<file path="config.mk">
export PLATFORM = sky130hd
export DESIGN_NAME = floppy_drive_mechanism_status
export DESIGN_NICKNAME = d
export VERILOG_FILES = /design/src/rtl/fdms_pkg.sv /design/src/rtl/floppy_drive_mechanism_status.sv
export SDC_FILE = /design/constraint.sdc
export NUM_CORES = 1
export LEC_CHECK = 0
export ABC_AREA = 1
export BUFFER_PORTS_ARGS = -buffer_cell sky130_fd_sc_hd__clkbuf_2
export CAP_MARGIN = 0
export CORE_ASPECT_RATIO = 1.4
export CORE_UTILIZATION = 40
export DETAILED_ROUTE_END_ITERATION = 8
export REMOVE_ABC_BUFFERS = 1
export SYNTH_ARGS = -nofsm -noshare
export SYNTH_HDL_FRONTEND = slang
export SYNTH_SLANG_ARGS = --single-unit
</file>
<file path="constraint.sdc">
create_clock -name clk -period 3.95 [get_ports clk]
set_clock_uncertainty 0.15 [all_clocks]
set_input_delay 0.1975 -clock clk [delete_from_list [all_inputs] [get_ports clk]]
set_output_delay 0.1975 -clock clk [all_outputs]
set_load 0.02 [all_outputs]
</file>
<file path="src/rtl/fdms_pkg.sv">
// ----------------------------------------------------------------------------
// fdms_pkg
// Shared types and constants for the floppy drive mechanism status block.
// ----------------------------------------------------------------------------
package fdms_pkg;

  localparam int MAX_HEAD_POSITION = 255;
  localparam int HEAD_LIMIT_INT    = (MAX_HEAD_POSITION < 255) ? MAX_HEAD_POSITION : 255;
  localparam logic [7:0] HEAD_LIMIT = 8'(HEAD_LIMIT_INT);

  localparam int CFG_DATA_W = 28;
  localparam int CFG_ADDR_W = 3;

  typedef enum logic [2:0] {
    OP_TICK  = 3'd0,
    OP_MOTOR = 3'd1,
    OP_STEP  = 3'd2,
    OP_DISK  = 3'd3,
    OP_HEAD  = 3'd4
  } op_t;

  typedef enum logic [CFG_ADDR_W-1:0] {
    REG_READY_MODE   = 3'd0,
    REG_SPIN_DOWN    = 3'd1,
    REG_INDEX_PULSE  = 3'd2,
    REG_REVOLUTION   = 3'd3,
    REG_HEAD_COUNT   = 3'd4
  } cfg_reg_t;

  localparam logic [1:0] MODE_SHUGART     = 2'd0;
  localparam logic [1:0] MODE_MOD_SHUGART = 2'd1;
  localparam logic [1:0] MODE_IBM         = 2'd2;

  localparam logic [1:0]  RST_READY_MODE  = MODE_SHUGART;
  localparam logic [27:0] RST_SPIN_DOWN   = 28'd8000000;
  localparam logic [19:0] RST_INDEX_PULSE = 20'd16000;
  localparam logic [27:0] RST_REVOLUTION  = 28'd1600000;
  localparam logic [4:0]  RST_HEAD_COUNT  = 5'd2;

  typedef struct packed {
    logic       ready_line;
    logic       index_line;
    logic       spinning;
    logic       motor_input;
    logic       track_zero;
    logic [7:0] head_position;
    logic [3:0] selected_head;
    logic       step_below_zero;
    logic       disk_in;
  } res_t;

endpackage

</file>
<file path="src/rtl/floppy_drive_mechanism_status.sv">
// ----------------------------------------------------------------------------
// floppy_drive_mechanism_status
// Status side of a floppy drive: motor, rotation, index, ready, head stepping
// and head selection, one command beat in and one status beat out.
//
//   channel  direction  handshake             payload
//   in_      input      in_valid / in_ready   op, motor_request, step_offset,
//                                             disk_insert, head_request
//   out_     output     out_valid / out_ready status lines, head position,
//                                             selected head, step flag
//   cfg_     input      cfg_we                cfg_addr, cfg_wdata
//
// One beat per cycle while in_ready is high; each status is registered.
// Throughput is set by the state update, one 28-bit count and
// compare per beat. A two-entry output (register plus skid) keeps in_ready
// high while one result waits; in_ready drops only when both are full.
// Sync active-low reset clears all but output data, loads register defaults.
// ----------------------------------------------------------------------------
module floppy_drive_mechanism_status
  import fdms_pkg::*;
(
  input  logic                  clk,
  input  logic                  rst_n,
  input  logic                  cfg_we,
  input  logic [CFG_ADDR_W-1:0] cfg_addr,
  input  logic [CFG_DATA_W-1:0] cfg_wdata,
  input  logic                  in_valid,
  output logic                  in_ready,
  input  logic [2:0]            in_op,
  input  logic                  in_motor_request,
  input  logic signed [5:0]     in_step_offset,
  input  logic                  in_disk_insert,
  input  logic [3:0]            in_head_request,
  output logic                  out_valid,
  input  logic                  out_ready,
  output logic                  out_ready_line,
  output logic                  out_index_line,
  output logic                  out_spinning,
  output logic                  out_motor_input,
  output logic                  out_track_zero,
  output logic [7:0]            out_head_position,
  output logic [3:0]            out_selected_head,
  output logic                  out_step_below_zero,
  output logic                  out_disk_in
);

  // configuration
  logic [1:0]  ready_mode_r;
  logic [27:0] spin_down_cycles_r;
  logic [19:0] index_pulse_cycles_r;
  logic [27:0] cycles_per_rev_r;
  logic [4:0]  head_count_r;

  // drive state
  logic        motor_latch_r, motor_latch_nxt;
  logic        rotating_r, rotating_nxt;
  logic [27:0] spin_down_left_r, spin_down_left_nxt;
  logic [19:0] pulse_left_r, pulse_left_nxt;
  logic [27:0] ticks_r, ticks_nxt;
  logic [1:0]  index_seen_r, index_seen_nxt;
  logic        ready_flag_r, ready_flag_nxt;
  logic        disk_flag_r, disk_flag_nxt;
  logic [7:0]  position_r, position_nxt;
  logic [3:0]  head_sel_r, head_sel_nxt;
  logic        below;

  // output register and skid
  logic out_valid_r, skid_valid_r;
  res_t out_data_r, skid_data_r, res;

  logic accept;
  logic [28:0] tick_t;
  logic signed [9:0] new_pos;
  logic [4:0] top_head;

  assign in_ready = !skid_valid_r;
  assign accept   = in_valid && in_ready;

  always_ff @(posedge clk) begin
    if (!rst_n) begin
      ready_mode_r         <= RST_READY_MODE;
      spin_down_cycles_r   <= RST_SPIN_DOWN;
      index_pulse_cycles_r <= RST_INDEX_PULSE;
      cycles_per_rev_r     <= RST_REVOLUTION;
      head_count_r         <= RST_HEAD_COUNT;
    end else if (cfg_we) begin
      unique case (cfg_reg_t'(cfg_addr))
        REG_READY_MODE:  ready_mode_r         <= cfg_wdata[1:0];
        REG_SPIN_DOWN:   spin_down_cycles_r   <= cfg_wdata[27:0];
        REG_INDEX_PULSE: index_pulse_cycles_r <= cfg_wdata[19:0];
        REG_REVOLUTION:  cycles_per_rev_r     <= cfg_wdata[27:0];
        REG_HEAD_COUNT:  head_count_r         <= cfg_wdata[4:0];
        default: ;
      endcase
    end
  end

  always_comb begin
    motor_latch_nxt    = motor_latch_r;
    rotating_nxt       = rotating_r;
    spin_down_left_nxt = spin_down_left_r;
    pulse_left_nxt     = pulse_left_r;
    ticks_nxt          = ticks_r;
    index_seen_nxt     = index_seen_r;
    ready_flag_nxt     = ready_flag_r;
    disk_flag_nxt      = disk_flag_r;
    position_nxt       = position_r;
    head_sel_nxt       = head_sel_r;
    below              = 1'b0;
    tick_t             = {1'b0, ticks_r} + 29'd1;
    new_pos            = $signed({2'b00, position_r}) + 10'(in_step_offset);
    top_head           = (head_count_r != 5'd0) ? head_count_r - 5'd1 : 5'd0;

    unique case (op_t'(in_op))
      OP_TICK: begin
        if (pulse_left_r != 20'd0) pulse_left_nxt = pulse_left_r - 20'd1;
        if (spin_down_left_r > 28'd1) begin
          spin_down_left_nxt = spin_down_left_r - 28'd1;
        end else if (spin_down_left_r == 28'd1) begin
          spin_down_left_nxt = 28'd0;
          rotating_nxt       = !rotating_r;
          if (rotating_r) begin
            if (ready_mode_r == MODE_SHUGART) ready_flag_nxt = 1'b0;
            index_seen_nxt = 2'd0;
          end
        end
        if (rotating_nxt) begin
          if (tick_t >= {1'b0, cycles_per_rev_r}) begin
            if (index_seen_nxt != 2'd3) index_seen_nxt = index_seen_nxt + 2'd1;
            if (index_seen_nxt == 2'd2 &&
                (ready_mode_r == MODE_SHUGART || ready_mode_r == MODE_MOD_SHUGART))
              ready_flag_nxt = 1'b1;
            ticks_nxt      = 28'd0;
            pulse_left_nxt = index_pulse_cycles_r;
          end else begin
            ticks_nxt = tick_t[27:0];
          end
        end
      end
      OP_MOTOR: begin
        if (motor_latch_r != in_motor_request) begin
          motor_latch_nxt = in_motor_request;
          if (rotating_r == in_motor_request) begin
            spin_down_left_nxt = 28'd0;
          end else if (in_motor_request) begin
            rotating_nxt       = 1'b1;
            spin_down_left_nxt = 28'd0;
          end else if (spin_down_left_r == 28'd0) begin
            spin_down_left_nxt = (spin_down_cycles_r != 28'd0) ? spin_down_cycles_r : 28'd1;
          end
        end
      end
      OP_STEP: begin
        if (in_step_offset != 6'sd0) begin
          if (disk_flag_r && ready_mode_r == MODE_IBM) ready_flag_nxt = 1'b1;
          if (new_pos < 10'sd0) begin
            position_nxt = 8'd0;
            below        = 1'b1;
          end else if (new_pos > $signed({2'b00, HEAD_LIMIT})) begin
            position_nxt = HEAD_LIMIT;
          end else begin
            position_nxt = new_pos[7:0];
          end
        end
      end
      OP_DISK: begin
        if (ready_mode_r == MODE_MOD_SHUGART || ready_mode_r == MODE_IBM)
          ready_flag_nxt = 1'b0;
        disk_flag_nxt = in_disk_insert;
      end
      OP_HEAD: begin
        head_sel_nxt = ({1'b0, in_head_request} < top_head) ? in_head_request : top_head[3:0];
      end
      default: ;
    endcase
  end

  always_comb begin
    res.ready_line      = ready_flag_nxt;
    res.index_line      = (pulse_left_nxt != 20'd0);
    res.spinning        = rotating_nxt;
    res.motor_input     = motor_latch_nxt;
    res.track_zero      = (position_nxt == 8'd0);
    res.head_position   = position_nxt;
    res.selected_head   = head_sel_nxt;
    res.step_below_zero = below;
    res.disk_in         = disk_flag_nxt;
  end

  always_ff @(posedge clk) begin
    if (!rst_n) begin
      motor_latch_r    <= 1'b0;
      rotating_r       <= 1'b0;
      spin_down_left_r <= 28'd0;
      pulse_left_r     <= 20'd0;
      ticks_r          <= 28'd0;
      index_seen_r     <= 2'd0;
      ready_flag_r     <= 1'b0;
      disk_flag_r      <= 1'b0;
      position_r       <= 8'd0;
      head_sel_r       <= 4'd0;
    end else if (accept) begin
      motor_latch_r    <= motor_latch_nxt;
      rotating_r       <= rotating_nxt;
      spin_down_left_r <= spin_down_left_nxt;
      pulse_left_r     <= pulse_left_nxt;
      ticks_r          <= ticks_nxt;
      index_seen_r     <= index_seen_nxt;
      ready_flag_r     <= ready_flag_nxt;
      disk_flag_r      <= disk_flag_nxt;
      position_r       <= position_nxt;
      head_sel_r       <= head_sel_nxt;
    end
  end

  always_ff @(posedge clk) begin
    if (!rst_n) begin
      out_valid_r  <= 1'b0;
      skid_valid_r <= 1'b0;
    end else if (accept) begin
      if (out_valid_r && !out_ready) begin
        skid_valid_r <= 1'b1;
      end else begin
        out_valid_r <= 1'b1;
      end
    end else if (!out_valid_r || out_ready) begin
      out_valid_r  <= skid_valid_r;
      skid_valid_r <= 1'b0;
    end
  end

  always_ff @(posedge clk) begin
    if (accept) begin
      if (out_valid_r && !out_ready) begin
        skid_data_r <= res;
      end else begin
        out_data_r <= res;
      end
    end else if (!out_valid_r || out_ready) begin
      out_data_r <= skid_data_r;
    end
  end

  assign out_valid           = out_valid_r;
  assign out_ready_line      = out_data_r.ready_line;
  assign out_index_line      = out_data_r.index_line;
  assign out_spinning        = out_data_r.spinning;
  assign out_motor_input     = out_data_r.motor_input;
  assign out_track_zero      = out_data_r.track_zero;
  assign out_head_position   = out_data_r.head_position;
  assign out_selected_head   = out_data_r.selected_head;
  assign out_step_below_zero = out_data_r.step_below_zero;
  assign out_disk_in         = out_data_r.disk_in;

endmodule

</file>
==> impl_metrics.tcl <==
set metrics [dict create \
    cts-root-buf "clkbuf_16" \
    die_w_um 149 \
    synth_flop_cell "dfxtp_1" \
    crit_type "reg -> reg" \
    end_kind "flop" \
    first_iter_violations 638 \
    h-tree-depth 1 \
    hold_start "out_ready" \
    final_nets 1911 \
    drt-wirelength-per-cell_um 15.5 \
    swShare_pct 29.6 \
    crit_fanout 7 \
    synth.distinct_cells 50 \
    ys_seq_elements 217 \
    holdWs_ns 0.0179 \
    seqPwrFrac_pct 40.4 \
    fin_crit_sh_pct 101 \
    intPower_mw 4.19 \
    placement.io_buffers 71 \
    period_needed_ns 3.97 \
    syn_inst 1675 \
    regToRegEndpoint "out_index_line" \
    synth-edff-count 38 \
    cts.clk_slew.worst_paths_ns 0.06 \
    multiInputGateArea_mm2 0.00657 \
    power.leakage_nw 6.64 \
    place_ws_ns -0.128 \
    antenna_found_initial 0 \
    cts_buffer_depth 3 \
    drt_pass1_iterations 6 \
    yosysWarningCount 0 \
    max_stage_delay_ns 0.39 \
    setup_ws_ns -0.0228 \
    maxCapViolCount 0 \
    violations "setup timing" \
    mostFrequentLayoutCell "nand2_1" \
    async_flop_share_pct 0 \
    hold-path-cell-count 4 \
    hold_path_end "skid_valid_r" \
    tightest_slew_ns 1.12 \
    rsz0062_at_grt "true" \
    pwr-share-comb_pct 20.2 \
    cts_tree "yes" \
    cp_slowest_cell "dfxtp_1" \
    slew-limit-headroom_pct 25.2 \
    initial_core_util_pct 41.0 \
    fill_cells 2941 \
    cts_buffers 24 \
    grt_pass1_vias 10900 \
    power.density_mw_per_mm2 407 \
    clockPowerShare_pct 39.4 \
    setup_viol 1 \
    startpoint_type "flop" \
    io_pins 72 \
    coreArea_mm2 0.0294 \
    status "finished with violations" \
    ant_nets 0 \
    drt_wl_total_mm 34.1 \
    grt_max_degree 98 \
    grt_overflow 0 \
    maxSlewViolCount 0 \
    crit_top_cell "nand2_1" \
    cts.sinks 217 \
    hp-class "in -> reg" \
    synth_area_mm2 0.0121 \
    synth-seq-area-share_pct 39.1 \
    ir_drop_mv 0.305 \
    critical_path_arrival_ns 4.12 \
    grt_usage_pct 21.4 \
    die-area_mm2 0.0309 \
    rows 74 \
    via_count 11400 \
    drive_gt1_share_pct 14.4 \
    register_area_mm2 0.00475 \
    dp_hpwl_mm 24.2 \
    final_cell_mix "358 x nand2_1, 184 x inv_1, 175 x nor2_1" \
    gp_congestion 0.859 \
    clkLatencyLatePin_ns 0.53 \
    drc 0 \
    power_switching_mw 1.76 \
    rr_startpoint "ticks_r[6]" \
    grt_pass1_wl_mm 53.4 \
    antenna_cells 0 \
    rr_worst_depth 28 \
    die_h_um 208 \
    syn_to_final_growth_pct 21.1 \
    hold_violations 0 \
    crit_required_ns 4.10 \
    postSynthAreaPerCell_um2 7.21 \
    viasPerCell 5.17 \
    ff2ff_setup_slack_ns -0.02 \
    fmax_mhz 252 \
]
[worst max-delay path, delay by kind of cell, from the launching register on]
kind / cells / cell delay, ns
xor+xnor: 1 / 0.14
fa+ha+maj: 1 / 0.28
buf+inv: 4 / 0.46
flops: 1 / 0.39
simple gates: 22 / 2.32
[timing repair]
item / 4_1_cts / 5_1_grt
gates resized for setup: 6 / 65
hold buffers: 41 / 0
hold endpoints to repair: 96 / 0
pin swaps: 0 / 41
buffers inserted: 0 / 14
cloned: 0 / 5
endpoints found under the setup margin: 3 / 23
[cell families (layout without fill, tap and decap cells)]
logic type,after synthesis,count (layout),synth area share (%)
and+or+nand+nor,727,730,25.9
AOI/OAI and AO/OA,350,350,15.9
buffers and inverters,265,411,8.96
DFF,217,217,39.1
xor gates and xnor gates,63,63,4.57
adders and majority gates,52,52,5.45
muxes,1,1,0.0932
[power groups by stage]
stage | sequential, mW | combinational [mW] | clock, mW
5_1_grt | 2.41 | 1.35 | 2.47
3_5_place_dp | 2.45 | 1.13 | 0
4_1_cts | 2.41 | 1.17 | 2.40
6_report | 2.41 | 1.20 | 2.35
3_3_place_gp | 2.45 | 1.13 | 0
2_1_floorplan | 2.47 | 0.762 | 0
[stage by stage]
stage	setup TNS [ns]	util, %	power, mW	cells	cell area (µm²)
3_3_place_gp	-0.0971	43.8	3.58	2102	12900
6_report	-0.0228	49.7	5.95	2204	14600
3_5_place_dp	-0.134	43.8	3.59	2102	12900
4_1_cts	0	48.1	5.97	2185	14200
5_1_grt	-0.575	49.7	6.24	2204	14600
2_1_floorplan	0	-	3.24	1607	11700
[cells in the mapped netlist, types with 5 or more instances]
cell type  instances  share of area (%)
inv_1            189                5.9
clkbuf_1          49                1.5
nor2_2            11               0.57
nand2_1          367                 11
ha_1              51                5.3
buf_6              5               0.47
xnor2_1           22                1.6
a211oi_1           8               0.50
o21ai_0          118                4.9
nand4_1           28                1.5
nand3b_1          13               0.81
dfxtp_1          179                 30
nor2_1           185                5.8
o22ai_1            9               0.47
inv_2              7               0.22
nor2_4             5               0.47
nand3_1           67                2.8
a21oi_1          161                6.7
nor4_1            15               0.78
edfxtp_1          38                9.4
nor3_1            24               0.99
a22oi_1           14               0.87
buf_2              6               0.25
o211ai_1          15               0.93
xor2_1            41                3.0
[worst max-delay path by stage]
stage | to | start
after floorplan | index_seen_r[0] | skid_valid_r
after global placement | out_index_line | ticks_r[10]
after detailed placement | out_index_line | ticks_r[10]
after CTS | out_index_line | ticks_r[1]
after global routing | out_index_line | ticks_r[6]
final | out_index_line | ticks_r[6]
[state kept, by name, indices dropped and copies added, names as in the netlist, 2 cells and up]
signal                cells
position_r                8
head_count_r              5
index_seen_r              2
out_head_position         8
head_sel_r                4
spin_down_left_r         28
pulse_left_r             20
index_pulse_cycles_r     20
skid_data_r              19
out_selected_head         4
ready_mode_r              2
ticks_r                  28
cycles_per_rev_r         28
spin_down_cycles_r       28
[per-layer routing]
layer  global-route usage [%]  wire length (µm)  vias up  part of all wire, %
li1                         -                 -     5799                    -
met5                        0                 0        -                    0
met3                     2.59              1210       63                  3.6
met2                     40.4             17800      223                   52
met4                     8.06               961        0                  2.8
met1                     24.1             14000     5303                   41
[area by class of cell]
cell class	instances	share of cell area (%)
clock buffers	35	5.02
multi-input cells	1196	44.9
flip-flops and latches	217	32.5
inverters	197	5.06
clock inverters	7	0.633
repair buffers	172	8.67
well taps	380	3.25
Power figures use the tool's default switching activity.
